===== config.mk =====
export PLATFORM = sky130hd
export DESIGN_NAME = nrm_front
export DESIGN_NICKNAME = d
export VERILOG_FILES = /design/src/hw/rtl/nrm_pkg.sv /design/src/hw/rtl/nrm_front.sv
export SDC_FILE = /design/constraint.sdc
export NUM_CORES = 2
export LEC_CHECK = 0
export BUFFER_PORTS_ARGS = -buffer_cell sky130_fd_sc_hd__buf_2
export CORE_MARGIN = 10
export CORE_UTILIZATION = 45
export CTS_BUF_LIST = sky130_fd_sc_hd__clkbuf_2 sky130_fd_sc_hd__clkbuf_4 sky130_fd_sc_hd__clkbuf_8
export DETAILED_ROUTE_END_ITERATION = 7
export PLACE_DENSITY = 0.72
export SYNTH_ARGS = -nofsm -noshare
export SYNTH_HDL_FRONTEND = slang
export SYNTH_SLANG_ARGS = --single-unit
export TNS_END_PERCENT = 10

===== constraint.sdc =====
create_clock -name clk_i -period 14.1 [get_ports clk_i]
set_clock_uncertainty 0.2 [all_clocks]
set_input_delay 2.82 -clock clk_i [delete_from_list [all_inputs] [get_ports clk_i]]
set_output_delay 2.82 -clock clk_i [all_outputs]
set_load 0.02 [all_outputs]

===== src/hw/rtl/nrm_pkg.sv =====
// ----------------------------------------------------------------------------
// nrm_pkg
// Shared types and constants for the vector normalisation pipeline.
// ----------------------------------------------------------------------------
package nrm_pkg;

  localparam int unsigned CompW  = 16;
  localparam int unsigned MagW   = 17;
  localparam int unsigned SqW    = 32;
  localparam int unsigned SumW   = 32;
  localparam int unsigned QW     = 15;
  localparam int unsigned WideW  = 68;
  localparam int unsigned Lanes  = 3;
  localparam int unsigned RhsSh  = 30;

  // One component as it moves down the chain of cells.
  typedef struct packed {
    logic                     neg;
    logic signed [WideW-1:0]  rem;
    logic signed [WideW-1:0]  acc;
    logic [QW-1:0]            q;
  } lane_t;

  // One vector in flight.
  typedef struct packed {
    logic                valid;
    logic [SumW-1:0]     s;
    lane_t [Lanes-1:0]   lane;
  } stage_t;

endpackage


===== src/hw/rtl/nrm_front.sv =====
// ----------------------------------------------------------------------------
// nrm_front
// Squares the components, sums them and seeds the search for each lane.
// ----------------------------------------------------------------------------
module nrm_front
  import nrm_pkg::*;
(
  input  logic                    clk_i,
  input  logic                    rst_ni,
  input  logic                    valid_i,
  input  logic signed [CompW-1:0] x_i,
  input  logic signed [CompW-1:0] y_i,
  input  logic signed [CompW-1:0] z_i,
  output stage_t                  stage_o
);

  logic                            v1_q;
  logic [Lanes-1:0]                neg_q;
  logic [Lanes-1:0][SqW-1:0]       sq_q, sq_d;
  logic [Lanes-1:0][MagW-1:0]      mag;
  logic [Lanes-1:0][CompW-1:0]     comp;
  logic [SumW-1:0]                 sum;
  stage_t                          st_d, st_q;

  assign comp[0] = x_i;
  assign comp[1] = y_i;
  assign comp[2] = z_i;

  // Magnitudes and squares of the raw components.
  always_comb begin
    for (int i = 0; i < Lanes; i++) begin
      mag[i]  = comp[i][CompW-1] ? (MagW'(0) - {1'b1, comp[i]}) : {1'b0, comp[i]};
      sq_d[i] = SqW'(mag[i]) * SqW'(mag[i]);
    end
  end

  always_ff @(posedge clk_i or negedge rst_ni) begin
    if (!rst_ni) begin
      v1_q <= 1'b0;
    end else begin
      v1_q <= valid_i;
    end
  end

  always_ff @(posedge clk_i) begin
    sq_q <= sq_d;
    for (int i = 0; i < Lanes; i++) begin
      neg_q[i] <= comp[i][CompW-1];
    end
  end

  // Squared length and the starting remainder rhs - s with acc = -s.
  always_comb begin
    sum = sq_q[0] + sq_q[1] + sq_q[2];
    st_d.valid = v1_q;
    st_d.s     = sum;
    for (int i = 0; i < Lanes; i++) begin
      st_d.lane[i].neg = neg_q[i];
      st_d.lane[i].rem = ($signed(WideW'(sq_q[i])) <<< RhsSh) - $signed(WideW'(sum));
      st_d.lane[i].acc = -$signed(WideW'(sum));
      st_d.lane[i].q   = '0;
    end
  end

  always_ff @(posedge clk_i or negedge rst_ni) begin
    if (!rst_ni) begin
      st_q <= '0;
    end else begin
      st_q <= st_d;
    end
  end

  assign stage_o = st_q;

endmodule


# After elaboration in Yosys (flattened, before gate mapping)

Index checks and enable logic that the tools add are counted.

Logic and storage cells: 29
Output and inout port bits: 489
Register bits: 398
Bits of input ports: 51

$add $sub $neg: 9
Mux-type cells: 3
Multipliers: 3

Operators by type and width:

| kind                                                                | count |
|---|---|
| 62-bit by 32-bit subtractor with 63-bit output                      | 3 |
| 17-bit by 17-bit multiplier with 32-bit output                      | 3 |
| 32-bit negation with 68-bit output                                  | 1 |
| 32-bit adder                                                        | 2 |
| 17-bit 2-to-1 mux                                                   | 3 |
| 1-bit by 17-bit subtractor with 17-bit output, first input constant | 3 |

# Depth between registers and ports, before layout

Word-level depth: 3
Gate-level depth with buffers: 34
Depth with buffers taken out: 32

# Worst setup path after synthesis

No wires, ideal clock.

Path type: input -> register
From: input port z_i[0]
To: register sq_q[95] (netlist name)
Required time: 13.779 ns
Buffers on the path: 2
Setup time: 0.121 ns
Stages on the path: 31
Arrival time: 10.211 ns
Path slack: 3.568 ns
Cell sequence: clkbuf_1 > inv_1 > clkbuf_1 > ha_1 > nand3b_1 > o41ai_1 > xor2_1 > clkinv_1 > nand2_1 > inv_1 > ha_1 > inv_1 > fa_1 > inv_1 > fa_1 > fa_1 > fa_1 > inv_1 > fa_1 > inv_1 > ha_1 > nand3_1 > nor2_1 > o21ai_0 > a32oi_1 > a31oi_1 > or4_1 > a31oi_1 > a21o_1 > a21oi_1 > xnor2_1

RTL lines:

| item                   | RTL line        | RTL |
|---|---|---|
| start: declaration     | nrm_front.sv:13 | `input logic signed [CompW-1:0] z_i,` |
| end signal: assignment | nrm_front.sv:46 | `sq_q <= sq_d;` |
| end: declaration       | nrm_front.sv:19 | `logic [Lanes-1:0][SqW-1:0] sq_q, sq_d;` |

==> results.md <==
- Worst EP arrival: 11670 ps
- Antenna Nets Post-Route: 0
- H-tree levels: 2
- Row cnt: 106
- CP bufs+invs: 8
- First-pass GRT wire length: 174900 µm
- Worst Hold Class: register to register
- Port Buffers: 494
- Slew Limit Fails: 0
- Final setup viols: 0
- Core area: 83950 µm²
- DIE AREA: 97160 µm²
- RSZ-0062 raised after global routing: no
- Vias in the first global route: 30015
- WHS: 130.2 ps
- Cell Area, Synth: 38290 µm²
- Post-synth EDFFs: 0
- Crit-path max FO: 11
- Async set or reset register ratio after synthesis: 67.35%
- Status: complete, no violations
- Avg Vias per Cell: 5.034
- Top delay family on crit path: adder cells
- Area Overhead vs Synth: 8.728%
- Fmax: 88.59 MHz
- Setup TNS Final: 0 ps
- CTS tree: yes
- Area leader, netlist: fa_1
- CP required: 14480 ps
- CTS buffer count: 48
- CTS max path bufs: 3
- Top area cells in the synthesized netlist: fa_1, dfrtp_1, ha_1
- Vias: 28235
- Grt ovf: 0
- Setup WS pre-CTS: 2359 ps
- Yosys top cell area share: 31.74%
- WL per Instance: 20.13 µm
- Io pins: 540
- Fill count: 7840
- Worst-margin pin slew: 1137 ps
- Final net count: 5422
- Syn Inst Count: 4070
- Hpwl dp: 97120 µm
- Post-CTS Setup Bufs: 0
- Largest net degree at the start of global routing: 77
- Crit path kind: input pin to register
- Drt pass-1 iters: 5
- Flops & latches, synth: 294
- Die height: 311.7 µm
- Rel. slew slack: 23.71%
- Gr usage total: 23.16%
- Post-route DRC: 0
- Worst skew pair latency: 680 ps
- Initial Util: 45.61%
- PnR worst setup slack: 2812 ps
- Clock Sinks: 294
- Number of max-cap violations: 0
- Final Hold Vio Count: 0
- Seq/Total Area, Yosys: 17.96%
- Root Buffer: clkbuf_8
- CP max-delay cell: o41ai_1
- Die width: 311.7 µm
- Share of layout cells above drive strength 1: 14.40%
- Clk slew on worst S/H paths: 60 ps
- Post-CTS sizing: 0
- Critical path endpoint category: register
- Netlist cell types: 86
- Startpoint Class: input pin
- Routability cong.: 0.9510
- Final min period: 11290 ps
- Syn Area/Cell: 9.408 µm²
- Synth Flop Type: dfrtp_1
- DRT Wirelength: 112900 µm
- Share of the cycle needed by the critical path after routing: 80.05%
- Cts hold-fix bufs: 0
- YS warnings: 0
- Number of DRC markers in iteration 0: 2044
- CP peak stage delay: 710 ps
- Initial antenna violation count: 7
-- metal layers --
layer	track usage (%)	routed length, µm
met2	39.77	55400
met5	0	0
met3	4.068	7669
met4	12.48	7138
met1	27.37	42710
-- flip-flops by register name, summed over array words and instances, names as in the netlist --
register  count
stage_o     197
sq_q         93
neg_q         3
v1_q          1
-- synthesized netlist by cell type, types with 14 or more instances --
master    count
and3_1       21
or3_1        32
xor2_1       99
nand2b_1     28
inv_1       921
dfxtp_1      96
a211oi_1     23
dfrtp_1     198
nor2b_1      14
nor3_1       50
nor2_1      228
clkbuf_1     59
nand4_1      14
ha_1        329
and2_1       15
buf_4       293
nand3_1      62
o21ai_0      74
nand2_1     329
a21o_1       45
fa_1        607
o21a_1       28
nor4_1       20
a21oi_1      95
xnor2_1     181
-- area by class of cell --
| cell class | count | area (µm²) | area share (%) |
|---|---|---|---|
| diodes | 2 | 5.005 | 0.01202 |
| clock buffers | 69 | 880.8 | 2.116 |
| clock inverters | 19 | 181.4 | 0.4358 |
| inverters | 939 | 3525 | 8.466 |
| multi-input cells | 2628 | 26040 | 62.54 |
| flip-flops and latches | 294 | 6877 | 16.52 |
| well taps | 1134 | 1419 | 3.408 |
| repair buffers | 524 | 2708 | 6.504 |
-- cells by family (layout without fill, tap and decap cells) --
logic type,Yosys count,after routing,share of synthesized area [%]
xor gates and xnor gates,280,280,6.405
buffers and inverters,1299,1551,15.63
muxes,3,3,0.08169
adders and majority gates,936,936,42.49
and+or+nand+nor,872,872,10.64
DFF,294,294,17.96
other,2,155,0.01961
AOI/OAI and AO/OA,384,384,6.780
-- metrics by stage --
step,area (µm²),instances,utilization (%)
2_1_floorplan,38860,4221,-
3_3_place_gp,40570,5519,48.32
3_5_place_dp,40570,5519,48.32
4_1_cts,41630,5607,49.58
5_1_grt,41630,5608,49.59
6_report,41630,5609,49.59
-- cell usage in the layout (no fill, tap or decap), types with 7 or more instances in the layout --
master    netlist  routed
nand3_1        62      62
o211ai_1       13      13
clkinv_2        0      10
and2_1         15      15
nor2b_1        14      14
dfxtp_1        96      96
o21a_1         28      28
ha_1          329     329
nand3b_1       10      10
nor2_1        228     228
fa_1          607     607
nand2b_1       28      28
a21oi_1        95      95
a31oi_1         7       7
nand2_1       329     329
o21ai_0        74      74
dfrtp_1       198     198
clkbuf_8        0      58
buf_4         293      30
a211oi_1       23      23
inv_1         921     921
a21o_1         45      45
nand4_1        14      14
xor2_1         99      98
and3_1         21      21
o31ai_1        13      13
clkinv_1       13      13
xnor2_1       181     180
nor4_1         20      20
a311oi_1        7       7
nor3_1         50      50
conb_1          2     153
clkbuf_4        0      11
or3_1          32      32
o21bai_1       11      11
buf_2           7     493
or4_1          13      13
-- worst register-to-register path, delay by kind of cell, from the launching register on --
kind                     cells  cell delay, ps
AND/OR/NAND/NOR              5            2260
buffers and inverters        2             300
AO/OA/AOI/OAI                4            1360
XOR/XNOR                     2             730
adder cells (fa/ha/maj)      2             880
flip-flops                   1             520
-- path summary, 6_finish.rpt --
path	slack, ps	endpoint	startpoint	depth (start not counted)
setup / recovery	2810	sq_q[62]$_DFF_P_	y_i[0]	30
max in group asynchronous	10400	stage_o[26]$_DFF_PN0_	rst_ni	2
hold reg to reg	130	stage_o[151]$_DFF_PN0_	neg_q[0]$_DFF_P_	0
hold / removal	130	stage_o[151]$_DFF_PN0_	neg_q[0]$_DFF_P_	0
min in group asynchronous	1920	stage_o[265]$_DFF_PN0_	rst_ni	1
setup reg to reg	7740	stage_o[129]$_DFF_PN0_	sq_q[9]$_DFF_P_	15
Power is left out: the tool's default activity adds up to more than one toggle a clock period on the data nets, which glitch-free logic cannot reach.
