`src/hw/rtl/nrm_pkg.sv`:
```
// ----------------------------------------------------------------------------
// nrm_pkg
// Shared types and constants for the vector normalisation pipeline.
// ----------------------------------------------------------------------------
package nrm_pkg;

  localparam int unsigned CompW  = 16;
  localparam int unsigned MagW   = 17;
  localparam int unsigned SqW    = 32;
  localparam int unsigned SumW   = 32;
  localparam int unsigned QW     = 15;
  localparam int unsigned WideW  = 68;
  localparam int unsigned Lanes  = 3;
  localparam int unsigned RhsSh  = 30;

  // One component as it moves down the chain of cells.
  typedef struct packed {
    logic                     neg;
    logic signed [WideW-1:0]  rem;
    logic signed [WideW-1:0]  acc;
    logic [QW-1:0]            q;
  } lane_t;

  // One vector in flight.
  typedef struct packed {
    logic                valid;
    logic [SumW-1:0]     s;
    lane_t [Lanes-1:0]   lane;
  } stage_t;

endpackage

```
`src/hw/rtl/nrm_cell.sv`:
```
// ----------------------------------------------------------------------------
// nrm_cell
// Decides one result bit per lane by trial subtraction of the growth term.
// ----------------------------------------------------------------------------
module nrm_cell
  import nrm_pkg::*;
#(
  parameter int unsigned K = 0
) (
  input  logic   clk_i,
  input  logic   rst_ni,
  input  stage_t stage_i,
  output stage_t stage_o
);

  stage_t                               st_d, st_q;
  logic [Lanes-1:0][WideW-1:0]          diff;
  logic [Lanes-1:0][WideW-1:0]          grow;
  logic signed [WideW-1:0]              s_w;

  // Setting bit K grows (2q-1)^2*s by acc*2^(K+2) + s*2^(2K+2).
  always_comb begin
    s_w  = $signed(WideW'(stage_i.s));
    st_d = stage_i;
    for (int i = 0; i < Lanes; i++) begin
      grow[i] = (stage_i.lane[i].acc <<< (K + 2)) + (s_w <<< (2 * K + 2));
      diff[i] = stage_i.lane[i].rem - $signed(grow[i]);
      if (!diff[i][WideW-1]) begin
        st_d.lane[i].rem  = $signed(diff[i]);
        st_d.lane[i].acc  = stage_i.lane[i].acc + (s_w <<< (K + 1));
        st_d.lane[i].q[K] = 1'b1;
      end
    end
  end

  always_ff @(posedge clk_i or negedge rst_ni) begin
    if (!rst_ni) begin
      st_q <= '0;
    end else begin
      st_q <= st_d;
    end
  end

  assign stage_o = st_q;

endmodule
```
`config.mk`:
```
export PLATFORM = sky130hd
export DESIGN_NAME = nrm_cell
export DESIGN_NICKNAME = d
export VERILOG_FILES = /design/src/hw/rtl/nrm_pkg.sv /design/src/hw/rtl/nrm_cell.sv
export SDC_FILE = /design/constraint.sdc
export NUM_CORES = 2
export LEC_CHECK = 0
export ABC_AREA = 1
export BUFFER_PORTS_ARGS = -buffer_cell sky130_fd_sc_hd__buf_2
export CAP_MARGIN = 10
export CELL_PAD_IN_SITES_DETAIL_PLACEMENT = 1
export CELL_PAD_IN_SITES_GLOBAL_PLACEMENT = 2
export CORE_MARGIN = 2
export CORE_UTILIZATION = 30
export DETAILED_ROUTE_END_ITERATION = 10
export GPL_ROUTABILITY_DRIVEN = 0
export GPL_TIMING_DRIVEN = 0
export PLACE_DENSITY_LB_ADDON = 0.1
export SYNTH_ARGS = -nofsm -noshare
export SYNTH_HDL_FRONTEND = slang
export SYNTH_SLANG_ARGS = --single-unit
```
`constraint.sdc`:
```
create_clock -name clk_i -period 0.8 [get_ports clk_i]
set_input_delay 0.16 -clock clk_i [delete_from_list [all_inputs] [get_ports clk_i]]
set_output_delay 0.16 -clock clk_i [all_outputs]
set_load 0.02 [all_outputs]
```
# == Word-level counts from Yosys, hierarchy flattened ==
# Cells that the tools add are included.
# totals
register_bits,489
latchBits,0
ramBits,0
rom_bits,0
in_bits,491
output_inout_bits,489
elab_cells,29
mem_count,0
# op_classes
addsub,9
n_mul,0
div,0
n_lt_le_gt_ge,0
eq_ne,0
shift,0
muxes,6
bitwise,0
reduce_logical,0
# ops
cell,count
$mux 136,3
$add 68x34->68,3
$add 68x35->68,3
$sub 68x68->68,3
$mux 1,3

# == Longest topological paths before layout ==
# depth
word_depth,3
mapped_depth,22

# == Worst setup path after synthesis ==
# OpenSTA, ideal clock, no wires.
# synth_timing
path_type,input port to flip-flop
start,input port stage_i[457] (netlist name)
end,"register st_q, in the netlist stage_o[89]"
setup_time_ps,117
t_arrival_ps,2495
required_ps,683
setup_slack_ps,-1812
stages,19
path_cell_list,inv_1 > fa_1 > ha_1 > nand2_1 > inv_1 > nand2_1 > nand3_2 > nand2_1 > nand2_2 > nand2_1 > nand2_2 > nand2_1 > nand2_2 > nand2_4 > nand3_2 > buf_4 > buf_2 > nand3_1 > nand2_1
# synth_lines
element,line,text
"start, declared",nrm_cell.sv:12,"input stage_t stage_i,"
"end signal, assigned",nrm_cell.sv:40,st_q <= st_d;
"end, declared",nrm_cell.sv:16,"stage_t st_d, st_q;"

==> reports/summary.log <==
INFO  route          drtIter0Drc=5,754
INFO  clock_network  cts.htree.levels=2
INFO  global_routing global_route.overflow_total=0
INFO  floorplan      die_w=419um
INFO  clock_network  cts.root.buffer_cell=clkbuf_16
INFO  layout         fillers=22,400
INFO  timing         final_ws_setup=-1710ps
INFO  pwr            powerDensity=2160mW/mm2
INFO  global_routing grt_usage=38.1%
INFO  floorplan      die_h=419um
INFO  layout         fraction_of_layout_instances_using_a_drive_strength_above_1=22.8%
INFO  synthesis      synth_seq_area_share=23.7%
INFO  synthesis      synth_cells=8,567
INFO  timing         final-setup-viol-count=968
INFO  layout         syn_to_final_growth=46.2%
INFO  timing         grt_setup_unrepaired=true
INFO  setup_path     worst-setup-path-type=in2reg
INFO  route          dr.pass1.iters=6
INFO  route          routed_wirelength=349mm
INFO  synthesis      synth_fp_nets=9,553
INFO  timing         finalHoldViolCount=127
INFO  clock_network  cts.reportedPaths.clkPinSlew=70ps
INFO  timing         timing.setup.tns=-976,570ps
INFO  clock_network  clock-sinks=489
INFO  layout         num-nets-final=11,400
INFO  route          detail-route-antenna-nets=0
INFO  timing         fmax=399MHz
INFO  timing         timing.max_slew.rel_slack=26.9%
INFO  floorplan      core.rowCount=152
INFO  setup_path     crit_path_max_fanout=5
INFO  route          drc=0
INFO  synthesis      yosysWarningCount=0
INFO  global_routing number_of_global_route_vias_before_repair=66,200
INFO  run            cap_violations=0
INFO  global_routing globalRouteMet2Util=60.2%
INFO  synthesis      cell_area_after_synthesis=0.0516mm2
INFO  timing         worst_hold_slack=-535ps
INFO  setup_path     worstPathCellList=buf_12 -> clkinvlp_4 -> buf_6 -> fa_1 -> ha_4 -> a21oi_4 -> o21ai_4 -> inv_1 -> nand2_2 -> a21oi_4 -> nand2_4 -> nand2_8 -> nand3_4 -> buf_4 -> buf_12 -> nand3_1 -> nand2_4
INFO  route          post_drt_via_cell_ratio=5.17
INFO  route          wl_per_cell=27.4um
INFO  timing         final_period_minus_worst_setup_slack=2510ps
INFO  setup_path     worstSetupEndpointType=flip-flop
INFO  run_status     violations=hold timing, setup timing
INFO  timing         tightestPinTransition=1090ps
INFO  layout         largest_register_ff_count=489
INFO  setup_path     arrival=3080ps
INFO  global_routing grt_pass1_wl=475mm
INFO  pwr            irDropWorstVdd=1820uV
INFO  timing         layout_worst_path_cycle_share=313%
INFO  clock_network  cts-buffers-inserted=61
INFO  place          place_hpwl=271mm
INFO  pwr            p_leak=41.6nW
INFO  floorplan      floorplan.core_area=0.171mm2
INFO  floorplan      initial_core_util=30.1%
INFO  place          buffer_ports.inserted=979
INFO  global_routing globalRoute.busiestLayer=met2
INFO  synthesis      netlist-cell-type-count=41
INFO  setup_path     worstPathRequired=1380ps
INFO  place          post-place-ws=-3900ps
INFO  route          vias=65,800
INFO  setup_path     cpMaxStageDelayCell=fa_1
INFO  floorplan      io-pin-count=980
INFO  clock_network  clock_tree_from_tritoncts=yes
INFO  setup_path     startpoint_type=input port
INFO  min_path       hp-class=in2async
INFO  global_routing global_routing_usage_on_met3=7.13%
INFO  floorplan      die_area=0.175mm2
INFO  setup_path     crit_path_max_incr_delay=570ps
INFO  global_routing pin_count_of_the_biggest_net_entering_global_routing=113
INFO  timing         maxSlewViolCount=0
INFO  synthesis      avgSynthCellArea=6.02um2
INFO  global_routing antenna_violations_before_repair=84
INFO  run_status     run_status=finished with violations
INFO  clock_network  clock_tree.buffer_depth=3
INFO  synthesis      synth.ff_latch_count=489
INFO  global_routing grt.met1_usage=47.0%
where the power goes:
part	internal (mW)	switching, mW
Clock	17.6	13.6
Sequential	31.4	3.32
Combinational	33.2	63.7
Total	82.1	80.7
repair_timing:
action	CTS	global route
cloned	22	3
setup endpoints to repair	968	1045
buffers inserted	208	52
endpoints found under the hold margin	596	137
pin swaps	164	154
resized for setup	951	509
hold buffers	474	17
placed cells by master (no fill, tap or decap), types with 19 or more instances in the layout:
cell type and n:
nand2_1 2895, inv_1 1604, buf_2 947, nand3_1 704, nor2_1 646, dlygate4sd3_1 491
dfrtp_1 489, nand2_2 283, ha_1 273, a21oi_1 243, buf_4 233, xor2_1 191
o21ai_0 123, nand2_4 108, nor3_1 100, ha_4 95, nand4_1 91, fa_1 80
buf_12 71, nand3_2 65, clkbuf_16 65, a21oi_2 55, buf_6 52, diode_2 48
o21bai_1 48, nor2_2 46, clkinvlp_4 36, buf_16 31, buf_8 29, ha_2 28
nor2_4 27, a21oi_4 22, inv_2 21, nand2_8 20, fa_2 19
synth_stat cells (all sizes together):
| cell type | instances | area (um2) |
|---|---|---|
| nand2 | 3306 | 12500 |
| buf | 125 | 792 |
| nand2b | 3 | 18.8 |
| a21boi | 9 | 67.6 |
| or2 | 11 | 68.8 |
| a31oi | 3 | 18.8 |
| o21ai | 136 | 681 |
| a21oi | 320 | 1610 |
| xor2 | 192 | 1680 |
| nand3 | 783 | 3960 |
| nor3b | 1 | 7.51 |
| nor4 | 13 | 81.3 |
| o21bai | 60 | 450 |
| dfrtp | 489 | 12200 |
| inv | 1658 | 6220 |
| a21o | 4 | 30.0 |
| and3 | 12 | 75.1 |
| ha | 396 | 4950 |
| nor3 | 105 | 541 |
| nand3b | 15 | 113 |
| xnor2 | 12 | 105 |
| nor2 | 719 | 2760 |
| clkbuf | 2 | 7.51 |
| o31ai | 3 | 22.5 |
| nand4 | 91 | 569 |
| fa | 99 | 1980 |
path summary, 6_finish.rpt:
| kind | startpoint | endpoint | slack (ps) |
|---|---|---|---|
| worst max-delay path | stage_i[480] | stage_o[199] | -1710 |
| worst min-delay path | rst_ni | stage_o[14] | -540 |
| max in group asynchronous | rst_ni | stage_o[429] | -240 |
| min in group clk_i | stage_i[15] | stage_o[15] | -500 |
worst max-delay path, delay by kind of cell:
| family | cells | cell delay [ps] |
|---|---|---|
| buffers and inverters | 6 | 880 |
| AOI/OAI and AO/OA | 3 | 480 |
| and+or+nand+nor | 6 | 720 |
| adders and majority gates | 2 | 800 |
per-layer routing:
metal,wire length [um],share of wire (%)
met2,154000,44
met3,26100,7.5
met4,28700,8.2
met1,140000,40
met5,208,0.060
final cells by class:
class                           count  area, um2  share of cell area [%]
Sequential cell                   489      12200                    16.2
Clock buffer                       83       1770                    2.35
Buffer                            123       1470                    1.94
Tap cell                         2233       2790                    3.70
Inverter                         1658       6340                    8.41
Multi-Input combinational cell   6293      36700                    48.7
Antenna cell                       48        120                   0.159
Clock inverter                     33        422                   0.559
Timing Repair Buffer             1754      13600                    18.0
logic make-up after synthesis:
logic type	synth area share, %
flops	23.7
simple gates	40.2
fa+ha+maj	13.4
compound gates	5.59
xor+xnor	3.46
buf+inv	13.6
stage by stage:
stage | util (%) | total power [mW] | std cells | hold WS, ps | cell area (um2)
2_1_floorplan | - | 76.9 | 8567 | -136 | 51700
3_3_place_gp | 34.7 | 109 | 11800 | 268 | 59400
3_5_place_dp | 34.8 | 110 | 11800 | 269 | 59500
4_1_cts | 42.6 | 156 | 12600 | -537 | 72900
5_1_grt | 44.0 | 170 | 12700 | -494 | 75400
6_report | 44.1 | 163 | 12700 | -535 | 75400
(Power assumes the default switching activity.)
